## src/hw/rtl/dpfl_ram.sv

```systemverilog
// Generic single-port RAM with registered read.
module dpfl_ram #(
   parameter int Width = 32,
   parameter int Depth = 32
) (
   input  logic                     clock,
   input  logic                     we,
   input  logic [$clog2(Depth)-1:0] addr,
   input  logic [Width-1:0]         wdata,
   output logic [Width-1:0]         rdata
);
   logic [Width-1:0] mem [Depth];

   always_ff @(posedge clock) begin
      if (we) begin
         mem[addr] <= wdata;
      end
      rdata <= mem[addr];
   end
endmodule

```

## config.mk

```make
export PLATFORM = sky130hd
export DESIGN_NAME = dpfl_ram
export DESIGN_NICKNAME = d
export VERILOG_FILES = /design/src/hw/rtl/dpfl_ram.sv
export SDC_FILE = /design/constraint.sdc
export NUM_CORES = 1
export LEC_CHECK = 0
export BUFFER_PORTS_ARGS = -buffer_cell sky130_fd_sc_hd__buf_4
export CAP_MARGIN = 25
export CORE_ASPECT_RATIO = 1.5
export CORE_MARGIN = 2
export CORE_UTILIZATION = 40
export DETAILED_ROUTE_END_ITERATION = 7
export PLACE_DENSITY = 0.64
export RECOVER_POWER = 25
export SETUP_SLACK_MARGIN = 0.1
export SYNTH_ARGS = -nofsm -noshare
export SYNTH_HDL_FRONTEND = slang
export SYNTH_SLANG_ARGS = --single-unit
```

## constraint.sdc

```tcl
create_clock -name clock -period 8.32 [get_ports clock]
set_clock_uncertainty 0.1 [all_clocks]
set_input_delay 1.664 -clock clock [delete_from_list [all_inputs] [get_ports clock]]
set_output_delay 1.664 -clock clock [all_outputs]
set_load 0.1 [all_outputs]
```

Word-level counts from Yosys, hierarchy flattened
Memories as Yosys holds them, arrays and structs flattened. A register that Yosys moved wholly into a read port is not among the register bits.
Cells that the tools add are included.
{ "op_classes": {"mux": 2} }
{ "op_table": {"columns": ["op", "n"], "rows": [
  ["$mux 1", 2]
]} }
{ "word_totals": {"ff_bits": 0, "ram_bits": 1024, "inputBits": 39, "output_inout_bits": 32, "wordCells": 3, "n_memories": 1} }
{ "mem_list": {"columns": ["name", "words", "width", "read_ports", "rd_clocked_by_memory_dff", "wr", "line", "rtl"], "rows": [
  ["mem", 32, 32, 1, 1, 1, "12", "logic [Width-1:0] mem [Depth];"]
]} }

Depth between registers and ports, before layout
Gate-level depths: netlist of run 1.
{ "logic_depth": {"word_depth": 2, "ltp_mapped": 8, "ltp_nobuf": 4} }

Least setup slack after synthesis of run 1
No wires, ideal clock.
{ "synth_timing": {"path_kind": "input -> register", "startpoint": "in addr[1]", "endpoint": "mem mem[27][0] (enable)", "arrival_time_ps": 4872, "setup_slack_ps": 2887, "path_stages": 6, "path_buffers": 4, "cell_sequence": "clkbuf_1 > buf_4 > buf_2 > buf_2 > nand3_1 > nor3_1"} }
{ "synth_lines": {"columns": ["item", "line", "rtl"], "rows": [
  ["from (decl)", "8", "input logic [$clog2(Depth)-1:0] addr,"],
  ["to (decl)", "12", null]
]} }
Straight into the memory's write port.

==> results.py, run 1 <==
metrics = {
    "clock_network": {
        "tritoncts": "yes",
        "clk_pin_slew_ns": 0.07,
        "post_cts_buffers": 0,
        "cts.htree.levels": 3,
        "cts_sinks": 1056,
        "cts_resized": 0,
        "clkLatencyLatePin_ns": 0.68,
        "root_buffer": "clkbuf_16",
        "cts_hold_buffers": 0,
        "cts_buffers": 94,
        "clockBufferDepth": 3,
    },
    "place": {
        "hpwl_mm": 54.1,
        "place_congestion": 0.781,
        "io_buffers": 70,
        "dp_cells": 3393,
    },
    "floorplanning": {
        "io_pins": 71,
        "die_w_um": 261,
        "die-height_um": 390,
        "start_util_pct": 40.4,
        "num_rows": 141,
        "dieArea_sq_mm": 0.102,
        "coreArea_sq_mm": 0.0984,
    },
    "sta": {
        "min_period_over_period_pct": 56.1,
        "rsz0062_at_grt": "no",
        "setup_viol": 0,
        "maxSlewViolCount": 0,
        "period_needed_ns": 4.67,
        "hold_violations": 0,
        "max_slew.worst_pin.slew_ns": 1.41,
        "max_freq_mhz": 214,
        "fin_setup_tns_ns": 0,
        "maxSlewHeadroom_pct": 6.33,
    },
    "synthesis": {
        "syn-num-nets": 2146,
        "synth-seq-cells": 1056,
        "ys_warn_count": 0,
        "ys_seq_area_share_pct": 79.0,
        "avgSynthCellArea_sq_um": 18.9,
        "syn_inst": 2107,
        "synth_area_sq_mm": 0.0397,
        "synth_cell_types": 23,
    },
    "routing": {
        "first_pass_iters": 6,
        "antenna_left": 0,
        "routed_wl_mm": 107,
        "avgViaCountPerCell": 5.82,
        "routed-via-count": 20800,
        "drt-initial-drc-count": 2279,
        "wire_per_inst_um": 29.8,
        "drc": 0,
    },
    "worst_setup_path": {
        "cp.arrival_ns": 5.11,
        "path_max_fanout": 147,
        "worstSetupPathType": "primary input to flop",
        "required_ns": 8.76,
        "start_kind": "primary input",
        "end_kind": "flop",
    },
    "global_route": {
        "grt_pass1_wl_mm": 151,
        "grt_pass1_vias": 20700,
        "antenna_found_initial": 10,
        "grt_usage_pct": 20.9,
        "grt_overflow": 0,
        "grt_max_degree": 148,
    },
    "cells_and_area": {
        "post-route-util_pct": 45.8,
        "seqCellArea_sq_mm": 0.0314,
        "layout_commonest_cell": "edfxtp_1",
        "nFillCells": 8283,
        "area_growth_pct": 13.5,
        "nNetsFinal": 2242,
        "fin_cells": 3575,
        "multi_input_area_sq_mm": 0.00792,
        "layout_common_cells": "1024 x edfxtp_1, 512 x mux2i_1, 256 x o22ai_1, 102 x buf_4, 95 x clkbuf_16",
        "final_layout_size_suffix_gt1_share_pct": 13.1,
    },
    "power": {
        "power.total_uw": 11200,
        "p_leak_uw": 0.0154,
        "power_density_mw_per_mm2": 247,
        "peakVddDrop_v": 0.000143,
    },
    "hold_path": {
        "hold_path_class": "flop to flop",
    },
    "flow_run": {
        "cap_violations": 0,
    },
    "outcome": {
        "outcome": "finished, final reports clean",
    },
}
synth_stat cells:
master,number,area (sq um)
dfxtp_1,32,641
nor3_1,4,20.0
nor4_1,64,400
or4_4,1,11.3
buf_6,19,214
nand2_1,34,128
or3_1,1,6.26
or4b_4,3,41.3
or3b_2,3,26.3
buf_1,1,3.75
or4b_1,1,10.0
nand4b_1,4,35.0
mux2i_1,512,5120
edfxtp_1,1024,30700
buf_2,81,405
clkbuf_1,23,86.3
nor2_1,29,109
o22ai_1,256,1600
nand3_1,2,10.0
nand3b_1,4,30.0
nand4bb_1,6,67.6
buf_4,2,15.0
nand4_1,1,6.26
metrics by stage:
stage	hold slack (ns)	area [sq um]	setup WS (ns)
2_1_floorplan	0.476	39700	2.89
3_3_place_gp	0.529	41900	2.96
3_5_place_dp	0.521	41900	2.92
4_1_cts	0.547	45100	3.61
5_1_grt	0.598	45100	3.48
6_report	0.552	45100	3.65
where the power goes:
part,total (uW),switching (uW),internal [uW]
registers,5950,34.5,5920
clock network,4550,1930,2630
logic,658,490,168
final timing paths:
path	from	end	slack, ns	depth (start not counted)
worst min-delay path	mem[28][15]$_DFFE_PP_	rdata[15]$_DFF_P_	0.55	4
worst max register to register	mem[29][30]$_DFFE_PP_	rdata[30]$_DFF_P_	6.16	4
worst min register to register	mem[28][15]$_DFFE_PP_	rdata[15]$_DFF_P_	0.55	4
worst max-delay path	addr[1]	rdata[28]$_DFF_P_	3.65	7
state kept, by name, indices dropped and copies added, names as in the netlist:
register	count
mem	1024
rdata	32
critical path, stage by stage:
cell and delay (ns):
buf_8 0.47, buf_12 0.69, buf_4 0.91, mux2i_1 0.28, o22ai_1 0.10, nor4_1 0.51, nand2_1 0.09
layout make-up:
class                   count  share of cell area, %
repair buffers            126                   2.01
multi-input cells         925                   17.6
clock buffers             133                   5.92
well taps                1287                   3.57
clock inverters            44                   1.31
diodes                      4                 0.0222
flip-flops and latches   1056                   69.6
routing by layer:
metal / global-route usage, % / vias to the layer above / wire (um)
li1: - / 8775 / -
met1: 28.5 / 10900 / 43200
met2: 34.3 / 935 / 52000
met3: 2.84 / 178 / 8060
met4: 7.64 / 4 / 3340
met5: 0 / - / 24
logic make-up (layout without fill, tap and decap cells):
family,Yosys count,in the layout,synth area share (%)
DFF,1056,1056,79.0
buffers and inverters,126,303,1.82
AOI/OAI and AO/OA,256,256,4.03
muxes,512,512,12.9
and+or+nand+nor,157,157,2.27
other,0,4,0
(Power assumes the default switching activity.)
==> inputs of run 2 (changes only) <==
==> constraint.sdc (replaced) <==
create_clock -name clock -period 4.7 [get_ports clock]
set_clock_uncertainty 0.1 [all_clocks]
set_input_delay 0.94 -clock clock [delete_from_list [all_inputs] [get_ports clock]]
set_output_delay 0.94 -clock clock [all_outputs]
set_load 0.1 [all_outputs]
==> results.py, run 2 (synthesis gave the netlist of run 1 again) <==
metrics = {
    "global_route": {
        "grt_usage_pct": 20.1,
        "antenna_found_initial": 10,
        "grt_pass1_vias": 20500,
        "grt_max_degree": 88,
        "grt_pass1_wl_mm": 145,
        "grt_overflow": 0,
    },
    "floorplanning": {
        "coreArea_sq_mm": 0.0984,
        "die-height_um": 390,
        "die_w_um": 261,
        "num_rows": 141,
        "dieArea_sq_mm": 0.102,
        "start_util_pct": 40.4,
        "io_pins": 71,
    },
    "place": {
        "hpwl_mm": 59.1,
        "place_area_sq_mm": 0.0423,
        "place_congestion": 0.782,
        "io_buffers": 70,
    },
    "power": {
        "power_density_mw_per_mm2": 433,
        "peakVddDrop_v": 0.000276,
        "p_leak_uw": 0.0156,
        "power.total_uw": 19700,
    },
    "sta": {
        "maxSlewHeadroom_pct": 4.81,
        "hold-worst-slack_ns": 0.536,
        "hold_violations": 0,
        "fin_setup_tns_ns": 0,
        "rsz0062_at_grt": "no",
        "max_slew.worst_pin.slew_ns": 1.43,
        "min_period_over_period_pct": 64.3,
        "max_freq_mhz": 331,
        "setup_viol": 0,
        "period_needed_ns": 3.02,
        "maxSlewViolCount": 0,
    },
    "routing": {
        "drt-initial-drc-count": 1990,
        "drc": 0,
        "antenna_left": 0,
        "avgViaCountPerCell": 5.66,
        "routed_wl_mm": 103,
        "first_pass_iters": 7,
        "wire_per_inst_um": 28.6,
        "routed-via-count": 20400,
    },
    "outcome": {
        "outcome": "finished, final reports clean",
    },
    "clock_network": {
        "cts_resized": 0,
        "clockBufferDepth": 3,
        "cts_hold_buffers": 0,
        "cts_sinks": 1056,
        "cts.htree.levels": 3,
        "root_buffer": "clkbuf_16",
        "post_cts_buffers": 0,
        "cts_buffers": 94,
        "clk_pin_slew_ns": 0.07,
        "tritoncts": "yes",
        "clkLatencyLatePin_ns": 0.68,
    },
    "worst_setup_path": {
        "path_max_fanout": 66,
        "cpPeakStageDelay_ns": 0.59,
        "crit_chain": "buf_8, buf_12, buf_4, mux2i_1, o22ai_1, nor4_1, nand2_1",
        "worstSetupPathType": "primary input to flop",
        "end_kind": "flop",
        "slowest_stage": "nor4_1",
        "start_kind": "primary input",
        "required_ns": 5.13,
        "worstPathBufferInverterCount": 3,
        "cp.arrival_ns": 3.46,
        "critical-path-top-delay-family": "buffers and inverters",
    },
    "cells_and_area": {
        "largest_reg_flops": 1024,
        "layout_commonest_cell": "edfxtp_1",
        "nNetsFinal": 2266,
        "top_register": "mem",
        "post-route-cell-area_sq_mm": 0.0455,
        "area_growth_pct": 14.4,
        "final_layout_size_suffix_gt1_share_pct": 13.9,
        "reg.largest.list": "mem: 1024 flops, rdata: 32 flops",
        "layout_common_cells": "1024 x edfxtp_1, 512 x mux2i_1, 256 x o22ai_1, 105 x buf_4, 95 x clkbuf_16",
    },
    "flow_run": {
        "cap_violations": 0,
    },
    "hold_path": {
        "hold_path_class": "flop to flop",
    },
}
[run 2: cell types whose count changed in the layout (fill, tap and decap cells not counted), sizes merged]
cell / delta
clkinv: +10
clkbuf: -20
inv: +5
bufinv: +3
diode: +1
clkinvlp: +4
buf: +22
[run 2: cell type report]
cell class | instances | area [sq um]
Sequential cell | 1056 | 31400
Clock buffer | 111 | 2480
Clock inverter | 66 | 743
Fill cell | 8209 | 53000
Multi-Input combinational cell | 925 | 7910
Timing Repair Buffer | 150 | 1330
Antenna cell | 5 | 12.5
Tap cell | 1287 | 1610
[run 2: stage by stage]
stage	cells	utilization [%]	setup WS [ns]
2_1_floorplan	2107	-	0.130
3_3_place_gp	3418	43.0	0.967
3_5_place_dp	3418	43.0	0.903
4_1_cts	3595	46.3	1.63
5_1_grt	3598	46.2	1.52
6_report	3600	46.2	1.68
[run 2: report_power, final]
| part | internal (uW) | total (uW) | leakage (uW) | switching [uW] |
|---|---|---|---|---|
| Sequential | 10500 | 10500 | 0.00949 | 64.3 |
| Clock | 4620 | 8000 | 0.00157 | 3380 |
| Combinational | 303 | 1170 | 0.00450 | 865 |
[run 2: worst reg2reg max path: stages, from the launching register on]
cell	delay (ns)
edfxtp_1	0.35
mux2i_1	0.15
o22ai_1	0.12
nor4_1	0.81
nand2_1	0.20
[run 2: path summary, 6_finish.rpt]
| path | slack, ns | end | cells after the start | from |
|---|---|---|---|---|
| max | 1.68 | rdata[10]$_DFF_P_ | 7 | addr[1] |
| min | 0.54 | rdata[30]$_DFF_P_ | 4 | mem[28][30]$_DFFE_PP_ |
| max reg2reg | 2.82 | rdata[23]$_DFF_P_ | 4 | mem[22][23]$_DFFE_PP_ |
| min reg2reg | 0.54 | rdata[30]$_DFF_P_ | 4 | mem[28][30]$_DFFE_PP_ |
[run 2: per-layer routing]
layer  vias up  global-route usage [%]  wire, um
met5         -                       0        38
met4         6                    6.92      3100
met3       164                    3.10      5880
met2       689                    36.4     55200
met1     10700                    24.2     38700
li1       8818                       -         -
==> inputs of run 3 (changes only) <==
--- a/config.mk
+++ b/config.mk
@@ -11,7 +11,7 @@
 export CORE_MARGIN = 2
 export CORE_UTILIZATION = 40
 export DETAILED_ROUTE_END_ITERATION = 7
-export PLACE_DENSITY = 0.64
+export PLACE_DENSITY = 0.66
 export RECOVER_POWER = 25
 export SETUP_SLACK_MARGIN = 0.1
 export SYNTH_ARGS = -nofsm -noshare
==> constraint.sdc (replaced) <==
create_clock -name clock -period 2.7 [get_ports clock]
set_clock_uncertainty 0.1 [all_clocks]
set_input_delay 0.54 -clock clock [delete_from_list [all_inputs] [get_ports clock]]
set_output_delay 0.54 -clock clock [all_outputs]
set_load 0.1 [all_outputs]
==> results.py, run 3 (synthesis gave the netlist of run 1 again) <==
metrics = {
    "cells_and_area": {
        "nNetsFinal": 2328,
        "layout_common_cells": "1024 x edfxtp_1, 512 x mux2i_1, 256 x o22ai_1, 130 x buf_4, 92 x clkbuf_16",
        "reg.largest.list": "mem: 1024 flops, rdata: 32 flops",
        "seqCellArea_sq_mm": 0.0314,
        "nFillCells": 8177,
        "largest_reg_flops": 1024,
        "area_growth_pct": 16.3,
        "final_layout_size_suffix_gt1_share_pct": 16.2,
        "multi_input_area_sq_mm": 0.00792,
        "post-route-util_pct": 46.9,
        "top_register": "mem",
        "layout_commonest_cell": "edfxtp_1",
    },
    "power": {
        "seqPwrFrac_pct": 54.9,
        "switching_share_pct": 22.1,
        "peakVddDrop_v": 0.000515,
        "p_sw_uw": 7370,
        "p_comb_share_pct": 6.4,
        "power.total_uw": 33400,
        "power_density_mw_per_mm2": 722,
        "power.internal_uw": 26000,
        "p_clk_share_pct": 38.7,
        "p_leak_uw": 0.0159,
    },
    "routing": {
        "drc": 0,
        "drt-initial-drc-count": 1859,
        "avgViaCountPerCell": 5.69,
        "first_pass_iters": 7,
        "wire_per_inst_um": 27.3,
        "routed_wl_mm": 99.7,
        "antenna_left": 0,
        "routed-via-count": 20800,
    },
    "clock_network": {
        "clk_pin_slew_ns": 0.07,
        "post_cts_buffers": 0,
        "cts.htree.levels": 3,
        "root_buffer": "clkbuf_16",
        "cts_hold_buffers": 0,
        "cts_sinks": 1056,
        "tritoncts": "yes",
        "cts_buffers": 90,
        "clockBufferDepth": 3,
        "clkLatencyLatePin_ns": 0.68,
        "cts_resized": 0,
    },
    "worst_setup_path": {
        "required_ns": 2.06,
        "crit_chain": "buf_4",
        "worstPathBufferInverterCount": 1,
        "critical-path-top-delay-family": "flip-flops",
        "worstSetupPathType": "flop to primary output",
        "slowest_stage": "dfxtp_1",
        "cp.arrival_ns": 1.44,
        "cpPeakStageDelay_ns": 0.44,
        "path_depth": 1,
        "start_kind": "flop",
        "end_kind": "primary output",
        "reg2reg_depth": 4,
        "path_max_fanout": 1,
    },
    "global_route": {
        "grt_pass1_wl_mm": 143,
        "grt_overflow": 0,
        "grt_max_degree": 49,
        "grt_usage_pct": 19.5,
        "antenna_found_initial": 4,
        "grt_pass1_vias": 21100,
    },
    "floorplanning": {
        "die-height_um": 390,
        "die_w_um": 261,
        "dieArea_sq_mm": 0.102,
        "coreArea_sq_mm": 0.0984,
        "start_util_pct": 40.4,
        "io_pins": 71,
        "num_rows": 141,
    },
    "sta": {
        "max_slew.worst_pin.slew_ns": 1.35,
        "rsz0062_at_grt": "no",
        "hold_violations": 0,
        "hold-worst-slack_ns": 0.173,
        "period_needed_ns": 2.08,
        "setup_viol": 0,
        "min_period_over_period_pct": 77.2,
        "maxSlewHeadroom_pct": 10.1,
        "max_freq_mhz": 480,
        "maxSlewViolCount": 0,
    },
    "place": {
        "place_congestion": 0.769,
        "hpwl_mm": 55.3,
        "io_buffers": 70,
    },
    "flow_run": {
        "cap_violations": 0,
    },
    "outcome": {
        "outcome": "finished, final reports clean",
    },
    "hold_path": {
        "hold_path_class": "primary input to flop",
        "worstHoldPathCells": 1,
    },
}
## run 3: stage by stage
step | setup slack, ns | area [sq um] | std cells | setup TNS [ns]
6_report | 0.616 | 46200 | 3653 | 0
5_1_grt | 0.534 | 46200 | 3652 | 0
4_1_cts | 0.563 | 46300 | 3652 | 0
3_5_place_dp | -0.0637 | 43300 | 3484 | -0.101
3_3_place_gp | -0.0617 | 43300 | 3484 | -0.131
2_1_floorplan | -0.384 | 40000 | 2107 | -78.15
## run 3: routing by layer
layer	vias up	global-route usage, %	share of wire (%)
met2	865	34.1	52
met4	4	7.23	3.3
li1	8942	-	-
met3	178	3.13	6.8
met1	10800	24.3	38
met5	-	0	0.027
## run 3: cell type report
cell class | instances | share of cell area (%)
Clock buffer | 122 | 5.48
Antenna cell | 1 | 0.00541
Clock inverter | 46 | 0.923
Timing Repair Buffer | 216 | 5.05
Sequential cell | 1056 | 67.9
Tap cell | 1287 | 3.48
Multi-Input combinational cell | 925 | 17.1
## run 3: path summary, 6_finish.rpt
kind,from,endpoint,slack [ns]
max,rdata[23]$_DFF_P_,rdata[23],0.62
min,wdata[29],mem[23][29]$_DFFE_PP_,0.17
max reg2reg,mem[24][8]$_DFFE_PP_,rdata[8]$_DFF_P_,0.94
min reg2reg,mem[30][11]$_DFFE_PP_,rdata[11]$_DFF_P_,0.53
## run 3: power groups by stage
stage / registers, uW / logic (uW) / clock network [uW]
2_1_floorplan: 19200 / 797 / 0
3_3_place_gp: 18700 / 2110 / 0
3_5_place_dp: 18700 / 2150 / 0
4_1_cts: 18300 / 2160 / 13100
5_1_grt: 18300 / 2230 / 13700
6_report: 18300 / 2130 / 12900
